$ cat config.mk
export PLATFORM = sky130hd
export DESIGN_NAME = fie_ram
export DESIGN_NICKNAME = d
export VERILOG_FILES = /design/src/sv/fie_ram.sv
export SDC_FILE = /design/constraint.sdc
export NUM_CORES = 1
export LEC_CHECK = 0
export ABC_AREA = 1
export BUFFER_PORTS_ARGS = -buffer_cell sky130_fd_sc_hd__clkbuf_2
export CAP_MARGIN = 20
export CORE_ASPECT_RATIO = 0.9
export CORE_MARGIN = 2
export CORE_UTILIZATION = 50
export CTS_BUF_LIST = sky130_fd_sc_hd__clkbuf_4
export CTS_CLUSTER_SIZE = 30
export DETAILED_ROUTE_END_ITERATION = 10
export PLACE_DENSITY_LB_ADDON = 0.12
export SYNTH_ARGS = -nofsm -noshare
export SYNTH_HDL_FRONTEND = slang
export SYNTH_SLANG_ARGS = --single-unit
$ cat constraint.sdc
create_clock -name clk -period 2.2 [get_ports clk]
set_input_delay 0.11 -clock clk [delete_from_list [all_inputs] [get_ports clk]]
set_output_delay 0.11 -clock clk [all_outputs]
set_load 0.005 [all_outputs]
$ cat src/sv/fie_ram.sv
// ----------------------------------------------------------------------------
// fie_ram
// Generic single-port-write, single-port-read RAM with registered read.
// ----------------------------------------------------------------------------
`default_nettype none

module fie_ram #(
	parameter int WIDTH = 8,
	parameter int DEPTH = 16
) (
	input  wire logic                                  clk,
	input  wire logic                                  we,
	input  wire logic [((DEPTH > 1) ? $clog2(DEPTH) : 1)-1:0] waddr,
	input  wire logic [WIDTH-1:0]                      wdata,
	input  wire logic                                  re,
	input  wire logic [((DEPTH > 1) ? $clog2(DEPTH) : 1)-1:0] raddr,
	output      logic [WIDTH-1:0]                      rdata
);

	logic [WIDTH-1:0] mem [DEPTH];

	always_ff @(posedge clk) begin
		if (we) begin
			mem[waddr] <= wdata;
		end
		if (re) begin
			rdata <= mem[raddr];
		end
	end

endmodule

`default_nettype wire

==> impl_metrics.py, run 1 <==
metrics = {
    "run_status": {
        "status": "completed",
    },
    "grt": {
        "grt_busiest_layer": "met1",
        "grt_pass1_wl_um": 20400,
        "grt_overflow_total": 0,
        "grt_pass1_vias": 3493,
        "grtUsageMet1": 0.332,
        "use_met2": 0.332,
        "grt_util_met3": 0.0527,
        "grt_max_degree": 44,
        "grt_usage": 0.228,
        "antenna_found_initial": 0,
    },
    "die": {
        "dieArea_um2": 12600,
        "rows": 37,
        "die_height_um": 107,
        "start_util": 0.511,
        "core-area_um2": 11400,
        "fp.dieW_um": 118,
        "ios": 27,
    },
    "placed_design": {
        "place_congestion": 0.869,
        "place_inst": 722,
        "port_buffers": 26,
        "dp_hpwl_um": 8580,
        "pre_cts_ws_ns": 0.700,
    },
    "synth": {
        "syn-num-nets": 570,
        "syn_area_um2": 5850,
        "synth_warnings": 0,
        "synth_cell_types": 11,
        "synth.yosys.seq_area_share": 0.698,
        "synth.avg_cell_area_um2": 10.6,
        "ys_ff_latch": 136,
        "netlist_instances": 551,
    },
    "routing": {
        "drtIter0Drc": 366,
        "via_count": 3751,
        "drc_errors": 0,
        "routedWlPerCell_um": 17.5,
        "drtPass1Iterations": 5,
        "wl_um": 13200,
        "viasPerCell": 4.96,
        "ant_nets": 0,
    },
    "timing": {
        "relSlewSlack": 0.513,
        "fin_crit_sh": 0.565,
        "fin_ws_ns": 0.958,
        "min_period_ns": 1.24,
        "clock_skew_ns": 0.0163,
        "rsz0062_at_grt": "no",
        "tightest_slew_ns": 0.727,
        "setup_viol": 0,
        "max_freq_mhz": 805,
        "drv_slew": 0,
        "hold_viol_final": 0,
        "finalSetupTns_ns": 0,
    },
    "cts": {
        "cts_tree": "done",
        "cts-root-buf": "clkbuf_4",
        "path_clk_slew_ns": 0.11,
        "clk_path_buf_depth": 2,
        "cts.repair.resized": 0,
        "cts-htree-levels": 4,
        "clock_sinks": 136,
        "clk_latency_ns": 0.55,
        "cts_buffers": 17,
    },
    "setup_path": {
        "worst_path_dominant_cell_family": "flip-flops",
        "critical_path_class": "reg -> out",
        "endpoint_kind": "output port",
        "cpPeakStageDelay_ns": 0.44,
        "critPathSlowestCell": "edfxtp_1",
        "cp_max_fo": 1,
        "crit_buf_inv": 1,
        "startpoint_type": "flop",
        "crit_chain": "clkbuf_2",
        "required_ns": 2.09,
        "arrival_ns": 1.13,
    },
    "layout": {
        "fin_cells": 756,
        "layout-drive-gt1-share": 0.110,
        "final_common_cell": "nand2_1",
        "nFillCells": 1043,
        "fin_nets": 606,
        "final_cell_mix": "173 x nand2_1, 136 x edfxtp_1, 100 x inv_1",
        "multiInputGateArea_um2": 1210,
        "antenna_cells": 0,
        "area_growth_pct": 9.33,
        "register_area_um2": 4080,
    },
    "power": {
        "p_leak_uw": 0.00276,
        "vdd_drop_max_mv": 0.464,
        "p_per_area_nw_per_um2": 746,
    },
    "worst_hold_path": {
        "hp-class": "in -> reg",
    },
    "flow_run": {
        "cap_violations": 0,
    },
}
[layout make-up]
cell class / instances / share of cell area
Multi-Input combinational cell: 289 / 0.190
Timing Repair Buffer: 41 / 0.0427
Tap cell: 156 / 0.0305
Inverter: 102 / 0.0599
Clock buffer: 17 / 0.0200
Sequential cell: 136 / 0.639
Clock inverter: 15 / 0.0182
[synthesized netlist by cell type, drive strengths merged]
master	n	area [µm²]
nor2	17	63.8
edfxtp	136	4080
inv	102	383
nand3b	2	15.0
nand3	97	485
buf	24	166
nand2	173	649
[power by group]
| part | leakage (µW) | internal [µW] | switching (µW) |
|---|---|---|---|
| Sequential | 0.00124 | 2910 | 16.5 |
| Combinational | 0.00138 | 101 | 254 |
| Clock | 0.000141 | 633 | 847 |
[layer usage]
layer,vias up,share of wire
li1,1857,-
met1,1757,0.47
met4,0,0.019
met2,118,0.46
met5,-,0
met3,19,0.054
[worst reg2reg max path, delay by kind of cell, from the launching register on]
family | cells | cell delay [ns]
AND/OR/NAND/NOR | 5 | 0.49
flip-flops | 1 | 0.37
buffers and inverters | 1 | 0.06
[final timing paths]
check                                          from              endpoint  slack, ns  depth (start not counted)
worst max-delay path             rdata[3]$_DFFE_PP_              rdata[3]       0.96                          1
worst min-delay path                       wdata[4]  mem[15][4]$_DFFE_PP_       0.07                          1
worst max register to register  mem[3][7]$_DFFE_PP_    rdata[7]$_DFFE_PP_       1.04                          6
worst min register to register  mem[0][3]$_DFFE_PP_    rdata[3]$_DFFE_PP_       0.78                          6
[flip-flops by register name (all words and copies together) (netlist names)]
register  flops
mem         128
rdata         8
[per-stage QoR]
stage	hold slack (ns)	power [µW]	area, µm²	utilization
floorplan	0.209	3190	5850	-
global placement	0.514	3340	6130	0.536
detailed placement	0.520	3350	6130	0.536
CTS	0.0503	4800	6390	0.559
global route	0.0468	4950	6390	0.559
finish	0.0715	4770	6390	0.559
[kinds of logic after synthesis]
logic type / share of synthesized area
and+or+nand+nor: 0.208
DFF: 0.698
buffers and inverters: 0.0939
[repair_timing]
action,4_1_cts,5_1_grt
setup buffers,0,0
endpoints found under the setup margin,0,0
endpoints found under the hold margin,16,0
hold buffers,2,0
Power figures use the tool's default switching activity.
==> run 2, diff against run 1 <==
Settings changed: ABC_AREA 1 to 0.
Clock period 2.2 ns to 1.15 ns, I/O delays scaled along.
==> run 2 against run 1 <==
Effect of this change:
- routed wire length fell by 25%
- power up 91%
- the flow now finishes with violations (negative setup slack)
- final cell count shrank 42%
- worst hold slack better by 0.057 ns
- critical path type is now reg -> reg
- die area is 10% lower
==> impl_metrics.py, run 2 <==
metrics = {
    "die": {
        "core-area_um2": 10200,
        "rows": 35,
        "ios": 27,
        "dieArea_um2": 11300,
        "start_util": 0.512,
        "die_height_um": 101,
        "fp.dieW_um": 112,
    },
    "setup_path": {
        "required_ns": 1.39,
        "arrival_ns": 1.64,
        "crit_chain": "mux4_2, a22oi_2, nand2_1",
        "cp_max_fo": 1,
        "critPathSlowestCell": "mux4_2",
        "crit_buf_inv": 0,
        "critical_path_class": "reg -> reg",
        "reg2reg_slack_ns": -0.24,
        "endpoint_kind": "flop",
        "startpoint_type": "flop",
        "cpPeakStageDelay_ns": 0.48,
        "worst_path_dominant_cell_family": "multiplexers",
    },
    "grt": {
        "use_met2": 0.284,
        "grt_pass1_wl_um": 15400,
        "grt_usage": 0.194,
        "grt_overflow_total": 0,
        "grt_pass1_vias": 2581,
        "grt_max_degree": 17,
        "grt_util_met3": 0.0565,
        "grtUsageMet1": 0.281,
        "antenna_found_initial": 0,
        "grt_busiest_layer": "met2",
    },
    "cts": {
        "clock_sinks": 136,
        "cts-htree-levels": 4,
        "path_clk_slew_ns": 0.12,
        "clk_path_buf_depth": 2,
        "clk_latency_ns": 0.50,
        "cts-root-buf": "clkbuf_4",
        "cts_tree": "done",
        "post_cts_buffers": 0,
        "cts_buffers": 17,
    },
    "synth": {
        "netlist_instances": 229,
        "synth.yosys.seq_area_share": 0.781,
        "synth_cell_types": 18,
        "post-synth-top-area-fraction": 0.781,
        "ys_ff_latch": 136,
        "synth_edf_count": 136,
        "synth_warnings": 0,
        "ys.flop_type": "edfxtp_1",
        "yosys-top-cells-area": "edfxtp_1 78%, mux4_2 7.8%, mux4_1 7.0%",
        "synthMostInstantiatedCell": "edfxtp_1",
        "async_reset_ff_frac": 0,
        "syn_area_um2": 5230,
        "synth_area_leader_cell": "edfxtp_1",
        "syn-num-nets": 248,
        "synth.avg_cell_area_um2": 22.8,
        "synth.top_cells.by_count": "136 x edfxtp_1, 18 x mux4_2, 16 x a22oi_1",
    },
    "layout": {
        "area_growth_pct": 17.2,
        "fin_nets": 319,
        "fin_cells": 441,
        "largest_register_ff_count": 128,
        "final_common_cell": "edfxtp_1",
        "reg_top3": "mem: 128 flops, rdata: 8 flops",
        "largest_register": "mem",
        "antenna_cells": 0,
        "layout-drive-gt1-share": 0.426,
        "final_cell_mix": "136 x edfxtp_1, 32 x mux4_2, 26 x clkbuf_2",
    },
    "power": {
        "vdd_drop_max_mv": 0.997,
        "p_per_area_nw_per_um2": 1490,
        "p_leak_uw": 0.00202,
    },
    "routing": {
        "drc_errors": 0,
        "wl_um": 9940,
        "viasPerCell": 5.74,
        "via_count": 2532,
        "ant_nets": 0,
        "drtPass1Iterations": 4,
        "drtIter0Drc": 226,
        "routedWlPerCell_um": 22.5,
    },
    "placed_design": {
        "place_congestion": 0.726,
        "dp_hpwl_um": 6460,
        "port_buffers": 26,
        "place_inst": 401,
    },
    "timing": {
        "relSlewSlack": 0.312,
        "hold_viol_final": 0,
        "fin_crit_sh": 1.21,
        "rsz0062_at_grt": "yes",
        "whs_ns": 0.128,
        "fin_ws_ns": -0.242,
        "max_freq_mhz": 718,
        "min_period_ns": 1.39,
        "clock_skew_ns": 0.0214,
        "tightest_slew_ns": 1.03,
        "setup_viol": 8,
        "finalSetupTns_ns": -1.78,
        "drv_slew": 0,
    },
    "run_status": {
        "violations": "negative setup slack",
        "status": "complete, but fails checks",
    },
    "worst_hold_path": {
        "hp-class": "in -> reg",
    },
    "flow_run": {
        "cap_violations": 0,
    },
}
[run 2: area by class of cell]
cell class | count | area [µm²]
tap | 129 | 161
sequential | 136 | 4080
fill | 736 | 4080
multi-input combinational | 83 | 1100
clock buffer | 17 | 128
timing repair buffer | 62 | 523
clock inverter | 14 | 134
[run 2: worst reg2reg max path, cell delays in order, from the launching register on]
cell      delay (ns)
edfxtp_1        0.37
mux4_2          0.48
a22oi_2         0.22
nand2_1         0.07
[run 2: kinds of logic (layout without fill, tap and decap cells)]
family                 after synthesis  count (layout)  synth area share
multiplexers                        32              32             0.148
AND/OR/NAND/NOR                     35              35            0.0314
flip-flops                         136             136             0.781
AO/OA/AOI/OAI                       16              16            0.0230
buffers and inverters               10              93            0.0165
[run 2: routing by layer]
layer	vias up	share of wire
li1	1112	-
met1	1310	0.42
met2	101	0.49
met3	9	0.081
met4	0	0.010
met5	-	0
[run 2: through the flow]
step,util,setup slack [ns],power (µW),area (µm²)
after global placement,0.561,-0.454,6290,5720
final,0.600,-0.242,9110,6130
after floorplan,-,-0.116,6020,5250
after global routing,0.600,-0.300,9490,6130
after CTS,0.598,-0.261,9210,6110
after detailed placement,0.561,-0.450,6300,5720
[run 2: timing repair]
item,CTS,global route
setup endpoints to repair,12,16
endpoints found under the hold margin,128,0
hold buffers,9,0
pin swaps,0,6
resized for setup,7,4
[run 2: power by group]
part	leakage (µW)	switching, µW	internal (µW)
Clock	0.000142	1640	1260
Combinational	0.000639	323	289
Sequential	0.00124	32.3	5580
[run 2: path summary, 6_finish.rpt]
check / start / to / cells past startpoint
worst min-delay path: waddr[1] / mem[12][3]$_DFFE_PP_ / 3
worst min register to register: mem[15][6]$_DFFE_PP_ / rdata[6]$_DFFE_PP_ / 3
worst max register to register: mem[11][7]$_DFFE_PP_ / rdata[7]$_DFFE_PP_ / 3
worst max-delay path: mem[11][7]$_DFFE_PP_ / rdata[7]$_DFFE_PP_ / 3
==> run 3, diff against run 2 <==
Settings changed: SETUP_SLACK_MARGIN from default to 0.3.
==> run 3 against run 2 <==
Effect of this change:
- the run still ends with negative setup slack left
- sequential power about the same
- clock power up 6%
- worst hold slack worse by 0.036 ns
- cell area up 5.7%
- die area unchanged
- routed wire length up 4.2%
- register-to-register slack worse by 0.04 ns
- critical path depth unchanged
- via count up 0.87%
- combinational power up 11%
- critical path type unchanged
==> impl_metrics.py, run 3 (same netlist as run 2, synthesis figures left out) <==
metrics = {
    "cts": {
        "cts-htree-levels": 4,
        "path_clk_slew_ns": 0.13,
        "cts-root-buf": "clkbuf_4",
        "post_cts_buffers": 0,
        "clk_path_buf_depth": 2,
        "cts_tree": "done",
        "clock_sinks": 136,
        "clk_latency_ns": 0.52,
        "cts_buffers": 17,
    },
    "timing": {
        "fin_crit_sh": 1.25,
        "max_freq_mhz": 697,
        "relSlewSlack": 0.331,
        "tightest_slew_ns": 1.00,
        "min_period_ns": 1.43,
        "drv_slew": 0,
        "fin_ws_ns": -0.285,
        "setup_viol": 8,
        "finalSetupTns_ns": -1.94,
        "clock_skew_ns": 0.0166,
        "rsz0062_at_grt": "yes",
        "hold_viol_final": 0,
    },
    "grt": {
        "grt_max_degree": 21,
        "grt_overflow_total": 0,
        "grt_pass1_wl_um": 15900,
        "antenna_found_initial": 0,
        "grt_pass1_vias": 2662,
        "grt_usage": 0.205,
    },
    "die": {
        "die_height_um": 101,
        "dieArea_um2": 11300,
        "core-area_um2": 10200,
        "rows": 35,
        "ios": 27,
        "fp.dieW_um": 112,
        "start_util": 0.512,
    },
    "setup_path": {
        "required_ns": 1.42,
        "arrival_ns": 1.70,
        "cp_max_fo": 1,
        "startpoint_type": "flop",
        "critical_path_class": "reg -> reg",
        "r2r_start": "mem[7][7]$_DFFE_PP_",
        "cp-startpoint": "mem[7][7]$_DFFE_PP_",
        "endpoint_kind": "flop",
    },
    "placed_design": {
        "place_inst": 413,
        "port_buffers": 26,
        "dp_hpwl_um": 6850,
        "place_congestion": 0.715,
        "placed_area_um2": 6080,
    },
    "routing": {
        "ant_nets": 0,
        "drtPass1Iterations": 4,
        "viasPerCell": 5.63,
        "routedWlPerCell_um": 22.8,
        "drtIter0Drc": 284,
        "via_count": 2554,
        "wl_um": 10400,
        "drc_errors": 0,
    },
    "layout": {
        "fin_area_um2": 6470,
        "antenna_cells": 0,
        "final_util": 0.634,
        "largest_register_ff_count": 128,
        "final_common_cell": "edfxtp_1",
        "fin_nets": 331,
        "fin_cells": 454,
        "layout-drive-gt1-share": 0.471,
        "largest_register": "mem",
        "final_cell_mix": "136 x edfxtp_1, 32 x mux4_2, 26 x clkbuf_2",
        "reg_top3": "mem: 128 flops, rdata: 8 flops",
        "area_growth_pct": 23.8,
    },
    "run_status": {
        "status": "complete, but fails checks",
        "violations": "negative setup slack",
    },
    "worst_hold_path": {
        "min_from": "waddr[1]",
        "hp-class": "in -> reg",
    },
    "power": {
        "p_leak_uw": 0.00214,
        "p_per_area_nw_per_um2": 1450,
        "vdd_drop_max_mv": 0.831,
    },
    "flow_run": {
        "cap_violations": 0,
    },
}
-- run 3: cell count changes in the layout (fill, tap and decap cells not counted), moves of 3 or more --
| cell | change |
|---|---|
| a22oi_1 | +7 |
| a22oi_2 | -7 |
| buf_12 | +12 |
| clkinv_2 | -4 |
| inv_8 | +5 |
| nor2_1 | -9 |
| nor2_2 | -3 |
| nor2_4 | +12 |
| nor3_2 | -3 |
| nor3_4 | +3 |
-- run 3: through the flow --
| stage | power (µW) | setup slack (ns) | hold WS [ns] |
|---|---|---|---|
| 4_1_cts | 9440 | -0.271 | 0.0498 |
| 3_3_place_gp | 6360 | -0.522 | 0.465 |
| 2_1_floorplan | 6050 | -0.116 | 0.156 |
| 3_5_place_dp | 6380 | -0.514 | 0.469 |
| 6_report | 9350 | -0.285 | 0.0920 |
| 5_1_grt | 9720 | -0.320 | 0.0447 |
-- run 3: per-layer routing --
| metal | GRT usage | wire (µm) |
|---|---|---|
| met1 | 0.290 | 4500 |
| met2 | 0.310 | 5050 |
| met3 | 0.0637 | 705 |
| met4 | 0.0646 | 107 |
| met5 | 0 | 0 |
-- run 3: what timing repair did --
action	in CTS	in global routing
pin swaps	1	1
setup endpoints to repair	16	16
endpoints found under the hold margin	136	0
hold buffers	9	0
gates resized for setup	3	1
-- run 3: worst max-delay path, stage by stage, from the launching register on --
cell,delay [ns]
edfxtp_1,0.40
mux4_2,0.50
a22oi_1,0.16
nand2_1,0.13
-- run 3: layout make-up --
cell class / count / area (µm²)
clock inverters: 15 / 159
flip-flops and latches: 136 / 4080
clock buffers: 17 / 128
well taps: 129 / 161
multi-input cells: 83 / 1180
repair buffers: 74 / 763
fillers: 719 / 3730
-- run 3: where the power goes --
group | switching [µW] | total [µW] | internal, µW
clock network | 1910 | 3070 | 1160
registers | 27.1 | 5600 | 5580
logic | 351 | 681 | 331
-- run 3: final timing paths --
kind / cells after the start / end / slack, ns
min: 4 / mem[4][0]$_DFFE_PP_ / 0.09
max: 3 / rdata[7]$_DFFE_PP_ / -0.28
min reg2reg: 3 / rdata[2]$_DFFE_PP_ / 0.76
max reg2reg: 3 / rdata[7]$_DFFE_PP_ / -0.28
