`config.mk`:
```
export PLATFORM = sky130hd
export DESIGN_NAME = fie_div
export DESIGN_NICKNAME = d
export VERILOG_FILES = /design/src/sv/fie_pkg.sv /design/src/sv/fie_div.sv
export SDC_FILE = /design/constraint.sdc
export NUM_CORES = 1
export LEC_CHECK = 0
export BUFFER_PORTS_ARGS = -buffer_cell sky130_fd_sc_hd__buf_4
export CELL_PAD_IN_SITES_DETAIL_PLACEMENT = 2
export CELL_PAD_IN_SITES_GLOBAL_PLACEMENT = 2
export CORE_MARGIN = 1
export CORE_UTILIZATION = 36
export DETAILED_ROUTE_END_ITERATION = 10
export PLACE_DENSITY_LB_ADDON = 0.08
export RECOVER_POWER = 25
export SLEW_MARGIN = 20
export SYNTH_ARGS = -nofsm -noshare
export SYNTH_HDL_FRONTEND = slang
export SYNTH_SLANG_ARGS = --single-unit
```
`constraint.sdc`:
```
create_clock -name clk -period 6.42 [get_ports clk]
set_input_delay 1.284 -clock clk [delete_from_list [all_inputs] [get_ports clk]]
set_output_delay 1.284 -clock clk [all_outputs]
set_load 0.01 [all_outputs]
```
`src/sv/fie_pkg.sv`:
```
// ----------------------------------------------------------------------------
// fie_pkg
// Shared constants and types of the frame interval estimator.
// ----------------------------------------------------------------------------
`default_nettype none

package fie_pkg;

	localparam int WINDOW    = 100;
	localparam int TS_W      = 63;
	localparam int TIMEOUT_W = 32;
	localparam int IDX_W     = (WINDOW > 1) ? $clog2(WINDOW) : 1;
	localparam int CNT_W     = $clog2(WINDOW + 1);
	// exact window sum, never wraps
	localparam int SUM_W     = TS_W + CNT_W;
	localparam int ITER_W    = $clog2(TS_W);

	localparam logic [TIMEOUT_W-1:0] TIMEOUT_RST = TIMEOUT_W'(100000000);

	localparam logic OP_DAMAGE = 1'b0;
	localparam logic OP_QUERY  = 1'b1;

	typedef enum logic [2:0] {
		ST_IDLE,
		ST_ADD,
		ST_SUB,
		ST_DIV_GO,
		ST_DIV_WAIT,
		ST_EMIT
	} state_t;

	typedef struct packed {
		logic                 start;
		logic [TS_W-1:0]      dividend;
		logic [CNT_W-1:0]     divisor;
	} div_req_t;

	typedef struct packed {
		logic                 done;
		logic [TS_W-1:0]      quotient;
	} div_rsp_t;

endpackage

`default_nettype wire

```
`src/sv/fie_div.sv`:
```
// ----------------------------------------------------------------------------
// fie_div
// Bit-serial restoring divider: window sum by interval count, one bit a cycle.
// ----------------------------------------------------------------------------
`default_nettype none

module fie_div (
	input  wire logic              clk,
	input  wire logic              arst_n,
	input  wire fie_pkg::div_req_t req,
	output      fie_pkg::div_rsp_t rsp
);

	logic                                 busy_q;
	logic                                 done_q;
	logic [fie_pkg::ITER_W-1:0]           iter_q;
	logic [fie_pkg::TS_W-1:0]             dq_q;
	logic [fie_pkg::CNT_W-1:0]            rem_q;
	logic [fie_pkg::CNT_W-1:0]            dvs_q;
	logic [fie_pkg::CNT_W:0]              rem_sh;
	logic [fie_pkg::CNT_W:0]              rem_sub;
	logic                                 ge;

	assign rem_sh  = {rem_q, dq_q[fie_pkg::TS_W-1]};
	assign ge      = (rem_sh >= {1'b0, dvs_q});
	assign rem_sub = rem_sh - {1'b0, dvs_q};

	always_ff @(posedge clk or negedge arst_n) begin
		if (!arst_n) begin
			busy_q <= 1'b0;
			done_q <= 1'b0;
			iter_q <= '0;
		end else begin
			done_q <= 1'b0;
			if (req.start) begin
				busy_q <= 1'b1;
				iter_q <= fie_pkg::ITER_W'(fie_pkg::TS_W - 1);
			end else if (busy_q) begin
				if (iter_q == '0) begin
					busy_q <= 1'b0;
					done_q <= 1'b1;
				end else begin
					iter_q <= iter_q - 1'b1;
				end
			end
		end
	end

	always_ff @(posedge clk) begin
		if (req.start) begin
			dq_q  <= req.dividend;
			dvs_q <= req.divisor;
			rem_q <= '0;
		end else if (busy_q) begin
			// quotient bits shift in where dividend bits shift out
			dq_q  <= {dq_q[fie_pkg::TS_W-2:0], ge};
			rem_q <= ge ? rem_sub[fie_pkg::CNT_W-1:0] : rem_sh[fie_pkg::CNT_W-1:0];
		end
	end

	assign rsp.done     = done_q;
	assign rsp.quotient = dq_q;

endmodule

`default_nettype wire

```
==> qor.yml, run 1 <==
synthesis:
  ys_seq_area_share_pct: 58.7
  syn_nets: 370
  synth.avg_cell_area_um2: 14.5
  yosys.cell_types.count: 53
  yosys_warnings: 0
  ys_seq_elements: 85
  synthDominantCellAreaShare_pct: 50.5
  synthCells: 287
  synth_edf_count: 70
  synth_area_leaders: "edfxtp_1 51%, mux2_2 17%, dfrtp_1 4.8%, dfxtp_1 3.4%, ha_1 2.7%"
  async_flop_share_pct: 9.41
  syn-cell-area_mm2: 0.00416
  synth_ff_type: "edfxtp_1"
  yosys.area.top_type: "edfxtp_1"
final_layout:
  multi_input_area_mm2: 0.00155
  fin_area_mm2: 0.00548
  seq_area_mm2: 0.00244
  nets: 505
  final_layout_size_suffix_gt1_share_pct: 48.2
  area_delta_synth_final_pct: 31.6
  diodes: 0
  fill_cells: 1105
  final_common_cell: "buf_4"
  final_cell_mix: "114 x buf_4, 70 x edfxtp_1, 62 x mux2_2, 20 x clkbuf_1, 13 x inv_1"
cts:
  htreeDepth: 3
  numCtsBuffers: 9
  clkSinkCount: 85
  clock-root-buffer: "clkbuf_16"
  clkLatencyLatePin_ns: 0.33
  clock_path_buffers: 2
  cts_tree: "yes"
  cts_hold_buf: 0
  clkTransAtPathRegs_ns: 0.06
  postCtsSetupBuffers: 0
  cts-resized-gates: 0
floorplanning:
  die_height_um: 110
  initial_core_util_pct: 37.7
  io_pins: 137
  fp.dieW_um: 110
  coreArea_mm2: 0.0110
  dieArea_mm2: 0.0120
  rows: 38
grt:
  grtUsageTotal_pct: 19.7
  grt_pass1_vias: 3156
  antenna_found_initial: 0
  grt_overflow_total: 0
  grt_pass1_wl_um: 17200
  grt_max_degree: 77
timing:
  worst_pin_slew_ns: 1.00
  setup_viol: 0
  skew_ns: 0.00853
  fin_crit_ns: 3.73
  finalHoldWorstSlack_ns: 0.551
  fmax_mhz: 268
  min_period_over_period_pct: 58.1
  tns_ns: 0
  drv_slew: 0
  hold_violations: 0
  relSlewSlack_pct: 32.1
  rsz0062_at_grt: "no"
power:
  power_uw: 1720
  power_leakage_uw: 0.00224
  power.density_mw_per_mm2: 315
  ir_drop_mv: 0.163
run_status:
  status: "finished clean"
critical_path:
  cpMaxStageDelayCell: "clkbuf_1"
  reg2reg_slack_ns: 3.69
  cp-start-kind: "input pin"
  crit_buf_inv: 3
  crit_type: "input pin to register"
  worstPathArrival_ns: 3.94
  worstPathCellList: "clkbuf_1 > nor2_1 > inv_1 > buf_4 > and3_1 > o21bai_1"
  cpPeakStageDelay_ns: 0.72
  cp_top_family: "buffers and inverters"
  critPathMaxFanout: 46
  endpoint_kind: "register"
  critPathRequiredTime_ns: 6.63
routing:
  drt_wl_total_um: 11300
  antenna_left: 0
  num_vias: 2909
  drc: 0
  drtIter0Drc: 114
  wire_per_inst_um: 19.9
  drt-vias-per-instance: 5.13
  dr.pass1.iters: 4
run:
  maxCapViolations: 0
placement:
  dpl.hpwl_um: 8210
  placed_area_mm2: 0.00527
  place_congestion: 0.725
  io_buffer_count: 136
hold_path:
  hp-class: "register to register"
## metal layers
| layer | global-route usage, % | share of wire, % |
|---|---|---|
| met1 | 22.4 | 39 |
| met4 | 6.29 | 0.92 |
| met3 | 6.52 | 6.1 |
| met5 | 0 | 0 |
| met2 | 34.8 | 54 |
## flip-flops by register name, summed over array words and instances, names as in the netlist
signal,cells
done_q,1
rem_q,7
busy_q,1
dvs_q,7
dq_q,63
iter_q,6
## Yosys cell counts, types with 2 or more instances
cell       n
nor2_1    11
edfxtp_1  70
mux2_2    63
o21ai_1    3
a211oi_1   2
buf_2      6
a41oi_1    4
nand3_1    3
nand2b_1   6
and3_1     2
nor3_1     3
o31ai_1    5
dfrtp_1    8
ha_1       9
nor2b_1    5
o21a_1     2
a21oi_1    4
nand2_1    9
o21ai_0    2
or2_2      2
buf_4      3
inv_1     13
o311ai_1   3
dfxtp_1    7
xnor2_1    4
buf_6      4
nor3b_1    8
## through the flow
stage / setup slack (ns) / util [%] / cells
after floorplan: 3.22 / - / 287
after global placement: 3.32 / 47.8 / 551
after detailed placement: 3.22 / 47.8 / 551
after CTS: 3.56 / 50.4 / 567
after global routing: 2.51 / 49.6 / 567
final: 2.69 / 49.6 / 567
## final timing paths
path | start | end | cells past startpoint
worst max-delay path | req[70] | iter_q[2] | 6
worst min-delay path | rem_q[0] | rem_q[1] | 2
worst max register to register | busy_q | iter_q[2] | 5
worst min register to register | rem_q[0] | rem_q[1] | 2
max in group asynchronous | arst_n | iter_q[4] | 1
min in group asynchronous | arst_n | iter_q[1] | 1
## power breakdown
group	internal (uW)	switching (uW)	total, uW
logic	239	246	485
clock network	295	207	503
registers	682	52.8	734
total	1220	506	1720
## final cells by class
cell class	instances	area share, %
clock buffer	14	5.03
multi-input combinational	175	28.4
sequential	85	44.6
timing repair buffer	138	17.8
tap	140	3.20
inverter	13	0.891
clock inverter	2	0.160
## cell families after synthesis
| group | synth area share (%) |
|---|---|
| xor gates and xnor gates | 0.842 |
| and+or+nand+nor | 8.96 |
| muxes | 17.1 |
| AOI/OAI and AO/OA | 7.64 |
| adders and majority gates | 3.19 |
| DFF | 58.7 |
| buffers and inverters | 3.61 |
## worst reg2reg max path, delay by kind of cell (launching register included)
kind | cells | cell delay (ns)
AND/OR/NAND/NOR | 2 | 0.50
buffers and inverters | 2 | 1.32
AO/OA/AOI/OAI | 1 | 0.07
flip-flops | 1 | 0.71
No activity file was read; power rests on OpenSTA's default activity.
==> run 2: changes to the inputs <==
Settings changed: CORE_UTILIZATION 36 to 30.
Clock period 6.42 ns to 3 ns, I/O delays scaled along.
==> run 2 against run 1 <==
  * Non-clock buffer count increased by 2
  * Setup slack got worse by 1.9 ns
  * Global-route usage decreased by 3.9 points
  * Clock power increased to 2.6 times the previous value
  * Critical path depth increased by 1
  * Clock skew decreased by 0.0028 ns
  * Final cell count increased by 6.7%
  * Sequential power increased by 110%
  * Total power increased by 130%
  * Worst hold slack got worse by 0.37 ns
  * Via count decreased by 1.3%
  * Core utilization decreased by 7.8 points
  * Highest routed layer unchanged
==> qor.yml, run 2 (synthesis gave the netlist of run 1 again) <==
run_status:
  status: "finished clean"
final_layout:
  nets: 507  # +0.40%
  fin_area_mm2: 0.00561  # +2.4%
  regMostFlops: "dq_q"
  largest_reg_flops: 63  # unchanged
  diodes: 0  # unchanged
  final_common_cell: "buf_4"
  final_layout_size_suffix_gt1_share_pct: 48.7  # +0.47 points
  area_delta_synth_final_pct: 34.7
  final_util_pct: 41.8  # -7.8 points
  fill_cells: 1369  # +24%
  reg_top3: "dq_q (63), dvs_q (7), rem_q (7)"
  final_cell_mix: "111 x buf_4, 70 x edfxtp_1, 62 x mux2_2, 21 x clkbuf_1, 12 x inv_1"
timing:
  rsz0062_at_grt: "no"
  drv_slew: 0  # unchanged
  fmax_mhz: 455
  setup_viol: 0  # unchanged
  skew_ns: 0.00572  # -0.00282 ns
  setup_slack_ns: 0.800  # -1.89 ns
  tns_ns: 0  # unchanged
  hold_violations: 0  # unchanged
  finalHoldWorstSlack_ns: 0.185  # -0.365 ns
  min_period_over_period_pct: 73.3
  fin_crit_ns: 2.20
  worst_pin_slew_ns: 1.01  # +0.00536 ns
  relSlewSlack_pct: 32.7  # +0.59 points
placement:
  place_congestion: 0.699  # -3.6%
  io_buffer_count: 136  # unchanged
  dpl_worst_slack_ns: 0.840  # -2.38 ns
  placed_area_mm2: 0.00534  # +1.4%
  dpl.hpwl_um: 7940  # -3.2%
power:
  power.density_mw_per_mm2: 692  # +120%
  power_leakage_uw: 0.00228  # +1.8%
  ir_drop_mv: 0.319  # +95%
cts:
  clock-root-buffer: "clkbuf_16"
  cts_hold_buf: 0  # unchanged
  postCtsSetupBuffers: 0  # unchanged
  cts-resized-gates: 0  # unchanged
  cts_tree: "yes"
  clkTransAtPathRegs_ns: 0.06  # about the same
  clock_path_buffers: 2  # unchanged
  clkSinkCount: 85  # unchanged
  htreeDepth: 3  # unchanged
  clkLatencyLatePin_ns: 0.34  # about the same
  numCtsBuffers: 9  # unchanged
routing:
  drc: 0  # unchanged
  dr.pass1.iters: 4  # unchanged
  wire_per_inst_um: 17.7  # -11%
  drtIter0Drc: 62  # -46%
  antenna_left: 0  # unchanged
  drt_wl_total_um: 10700  # -5.0%
  drt-vias-per-instance: 4.74  # -7.5%
  num_vias: 2870  # -1.3%
floorplanning:
  rows: 42  # +11%
  coreArea_mm2: 0.0134  # +21%
  dieArea_mm2: 0.0143  # +20%
  die_height_um: 120  # +9.4%
  io_pins: 137  # unchanged
  initial_core_util_pct: 31.0  # -6.7 points
  fp.dieW_um: 120  # +9.4%
run:
  maxCapViolations: 0  # unchanged
critical_path:
  critPathRequiredTime_ns: 3.24  # -3.39 ns
  worstPathArrival_ns: 2.44  # -1.50 ns
  endpoint_kind: "register"
  crit_type: "register to register"
  critPathMaxFanout: 5  # -89%
  cp-start-kind: "register"
grt:
  antenna_found_initial: 0  # unchanged
  grt_pass1_vias: 3184  # +0.89%
  grtUsageTotal_pct: 15.8  # -3.9 points
  grt_max_degree: 65  # -16%
  grt_pass1_wl_um: 16900  # -1.6%
  grt_overflow_total: 0  # unchanged
hold_path:
  hp-class: "input pin to async pin"
[run 2: changes by cell type in the layout (fill, tap and decap cells not counted)]
| cell | delta |
|---|---|
| buf_12 | +1 |
| inv_2 | +1 |
| nor4b_1 | -1 |
| inv_1 | -1 |
| nor4b_4 | +1 |
| clkinv_2 | -1 |
| clkbuf_1 | +1 |
| clkinv_4 | +2 |
| buf_4 | -3 |
| bufinv_16 | +3 |
| clkbuf_8 | -1 |
| clkbuf_16 | -1 |
| clkbuf_2 | +1 |
[run 2: metrics by stage]
step | instances | total power [uW]
after floorplan | 287 | 2250
after global placement | 589 | 2630
after detailed placement | 589 | 2650
after CTS | 605 | 3970
after global routing | 605 | 4090
final | 605 | 3880
[run 2: power breakdown]
group / leakage [uW] / switching (uW) / internal (uW)
Clock: 0.000164 / 475 / 814
Sequential: 0.000876 / 105 / 1460
Combinational: 0.00124 / 519 / 511
Total: 0.00228 / 1100 / 2780
[run 2: layout make-up]
| cell class | instances | area [um^2] | area share, % |
|---|---|---|---|
| well taps | 176 | 220 | 3.93 |
| multi-input cells | 175 | 1570 | 28.0 |
| clock inverters | 6 | 111 | 1.99 |
| repair buffers | 140 | 986 | 17.6 |
| flip-flops and latches | 85 | 2440 | 43.6 |
| clock buffers | 10 | 229 | 4.08 |
| inverters | 13 | 48.8 | 0.871 |
[run 2: final timing paths]
kind                                from         to  slack [ns]  depth (start not counted)
worst min-delay path              arst_n  iter_q[3]        0.19                          1
max in group asynchronous         arst_n  iter_q[2]        2.49                          1
worst min register to register  rem_q[0]   rem_q[1]        0.52                          2
worst max-delay path            dq_q[62]   rem_q[2]        0.80                          7
min in group clk                  req[4]   dvs_q[4]        0.46                          1
worst max register to register  dq_q[62]   rem_q[2]        0.80                          7
[run 2: worst max-delay path, cell delays in order, from the launching register on]
cell and delay (ns):
edfxtp_1 0.37, inv_1 0.05, ha_1 0.22, fa_1 0.41, nand2b_1 0.25, a211oi_4 0.33, o311ai_1 0.16, a311oi_1 0.30
[run 2: routing by layer]
metal / track usage, % / up-vias / part of all wire (%)
li1: - / 1368 / -
met1: 17.4 / 1417 / 39
met2: 26.3 / 73 / 51
met3: 7.51 / 12 / 8.9
met4: 5.63 / 0 / 1.4
met5: 0 / - / 0
==> run 3: changes to the inputs <==
Settings changed: CORE_UTILIZATION 30 to 33.
Clock period 3 ns to 2.29 ns, I/O delays scaled along.
==> run 3 against run 2 <==
  * Setup slack lost 0.69 ns
  * Sequential power grew 31%
  * Register-to-register slack lost 0.69 ns
  * Largest power group unchanged
  * Final cell count shrank 0.83%
  * Critical path depth is the same
  * Sequential share of layout area shrank 0.41 points
==> qor.yml, run 3 (synthesis gave the netlist of run 1 again) <==
critical_path:
  critPathRequiredTime_ns: 2.51  # -0.73 ns
  cpPeakStageDelay_ns: 0.41  # about the same
  cpMaxStageDelayCell: "fa_1"
  crit_buf_inv: 1  # unchanged
  reg2reg_slack_ns: 0.11  # -0.69 ns
  worstPathCellList: "inv_1 > ha_1 > fa_1 > nand2b_2 > a211o_4 > nand3_1 > mux2_2"
  crit_type: "register to register"
  critPathMaxFanout: 6  # +1
  cp_top_family: "adder cells"
  cp-start-kind: "register"
  endpoint_kind: "register"
  worstPathArrival_ns: 2.39  # -0.05 ns
final_layout:
  area_delta_synth_final_pct: 36.0
  final_cell_mix: "130 x buf_4, 70 x edfxtp_1, 63 x mux2_2, 12 x inv_1, 10 x nor2_1"
  fill_cells: 1229  # -10%
  nets: 510  # +0.59%
  final_common_cell: "buf_4"
  reg_top3: "dq_q (63), dvs_q (7), rem_q (7)"
  fin_area_mm2: 0.00566  # +0.96%
  largest_reg_flops: 63  # unchanged
  final_layout_size_suffix_gt1_share_pct: 54.2  # +5.4 points
  regMostFlops: "dq_q"
  final_util_pct: 46.5  # +4.7 points
  diodes: 0  # unchanged
routing:
  drt_wl_total_um: 11100  # +4.0%
  num_vias: 2901  # +1.1%
  drc: 0  # unchanged
  drtIter0Drc: 101  # +63%
  dr.pass1.iters: 4  # unchanged
  wire_per_inst_um: 18.5  # +4.8%
  drt-vias-per-instance: 4.84  # +1.9%
  antenna_left: 0  # unchanged
timing:
  setup_slack_ns: 0.115  # -0.686 ns
  hold_violations: 0  # unchanged
  worst_pin_slew_ns: 0.788  # -0.221 ns
  drv_slew: 0  # unchanged
  min_period_over_period_pct: 95.0  # +22 points
  relSlewSlack_pct: 47.5  # +15 points
  skew_ns: 0.00342  # -0.00230 ns
  setup_viol: 0  # unchanged
  fin_crit_ns: 2.18  # -0.0241 ns
  fmax_mhz: 460  # +1.1%
cts:
  clock-root-buffer: "clkbuf_16"
  htreeDepth: 3  # unchanged
  cts_tree: "yes"
  postCtsSetupBuffers: 0  # unchanged
  numCtsBuffers: 9  # unchanged
  clkSinkCount: 85  # unchanged
  clock_path_buffers: 2  # unchanged
  clkLatencyLatePin_ns: 0.34  # about the same
  clkTransAtPathRegs_ns: 0.06  # about the same
floorplanning:
  fp.dieW_um: 114  # -4.6%
  rows: 40  # -4.8%
  io_pins: 137  # unchanged
  die_height_um: 114  # -4.6%
  coreArea_mm2: 0.0122  # -9.2%
  initial_core_util_pct: 34.2  # +3.2 points
  dieArea_mm2: 0.0131  # -8.9%
run_status:
  status: "finished clean"
power:
  power.density_mw_per_mm2: 876  # +27%
  internal-power_uw: 3470  # +25%
  ir_drop_mv: 0.394  # +23%
  p_sw_uw: 1490  # +35%
  power_leakage_uw: 0.00234  # +2.5%
  clkPwrFrac_pct: 29.5  # -3.7 points
  p_sw_share_pct: 30.0  # +1.7 points
  sequentialPowerShare_pct: 41.3  # +1.0 points
  p_comb_share_pct: 29.2  # +2.7 points
hold_path:
  hp-class: "input pin to register"
grt:
  antenna_found_initial: 0  # unchanged
  grt_pass1_wl_um: 17400  # +2.8%
  grtUsageTotal_pct: 18.0  # +2.3 points
  grt_max_degree: 65  # unchanged
  grt_overflow_total: 0  # unchanged
  grt_pass1_vias: 3305  # +3.8%
placement:
  io_buffer_count: 136  # unchanged
  dpl.hpwl_um: 8190  # +3.0%
  dpl_worst_slack_ns: 0.104  # -0.736 ns
  place_congestion: 0.731  # +4.6%
  placed_area_mm2: 0.00538  # +0.68%
run:
  maxCapViolations: 0  # unchanged
-- run 3: per-layer routing --
metal / global-route usage [%] / routed length (um)
met5: 0 / 0
met4: 6.32 / 158
met3: 7.99 / 903
met2: 31.5 / 5840
met1: 19.3 / 4230
-- run 3: repair_timing --
| item | 4_1_cts | 5_1_grt |
|---|---|---|
| resized for setup | 0 | 3 |
| hold buffers | 1 | 0 |
| endpoints found under the hold margin | 8 | 0 |
| endpoints found under the setup margin | 0 | 3 |
-- run 3: final cells by class --
type | instances | area [um^2] | share of cell area [%]
clock inverter | 7 | 65.1 | 1.15
timing repair buffer | 143 | 1080 | 19.0
tap | 168 | 210 | 3.71
clock buffer | 9 | 225 | 3.98
sequential | 85 | 2440 | 43.2
inverter | 13 | 52.6 | 0.929
multi-input combinational | 175 | 1590 | 28.1
-- run 3: worst paths after layout --
kind,from,to,cells after the start
setup / recovery,dq_q[62],dq_q[0],7
hold / removal,req[5],dvs_q[5],1
setup reg to reg,dq_q[62],dq_q[0],7
hold reg to reg,rem_q[0],rem_q[1],2
max in group asynchronous,arst_n,iter_q[2],2
min in group asynchronous,arst_n,done_q,2
-- run 3: per-stage QoR --
step	cells	TNS [ns]	hold slack, ns	total power [uW]
floorplan	287	0	0.162	2940
global placement	583	0	0.284	3470
detailed placement	583	0	0.286	3530
CTS	600	0	0.274	5040
global route	600	-0.00267	0.301	5230
finish	600	0	0.313	4960
-- run 3: power groups by stage --
stage          sequential, uW  combinational [uW]  clock (uW)
2_1_floorplan            2100                 841           0
3_3_place_gp             2070                1400           0
3_5_place_dp             2080                1440           0
4_1_cts                  2060                1460        1520
5_1_grt                  2080                1590        1560
6_report                 2050                1450        1460
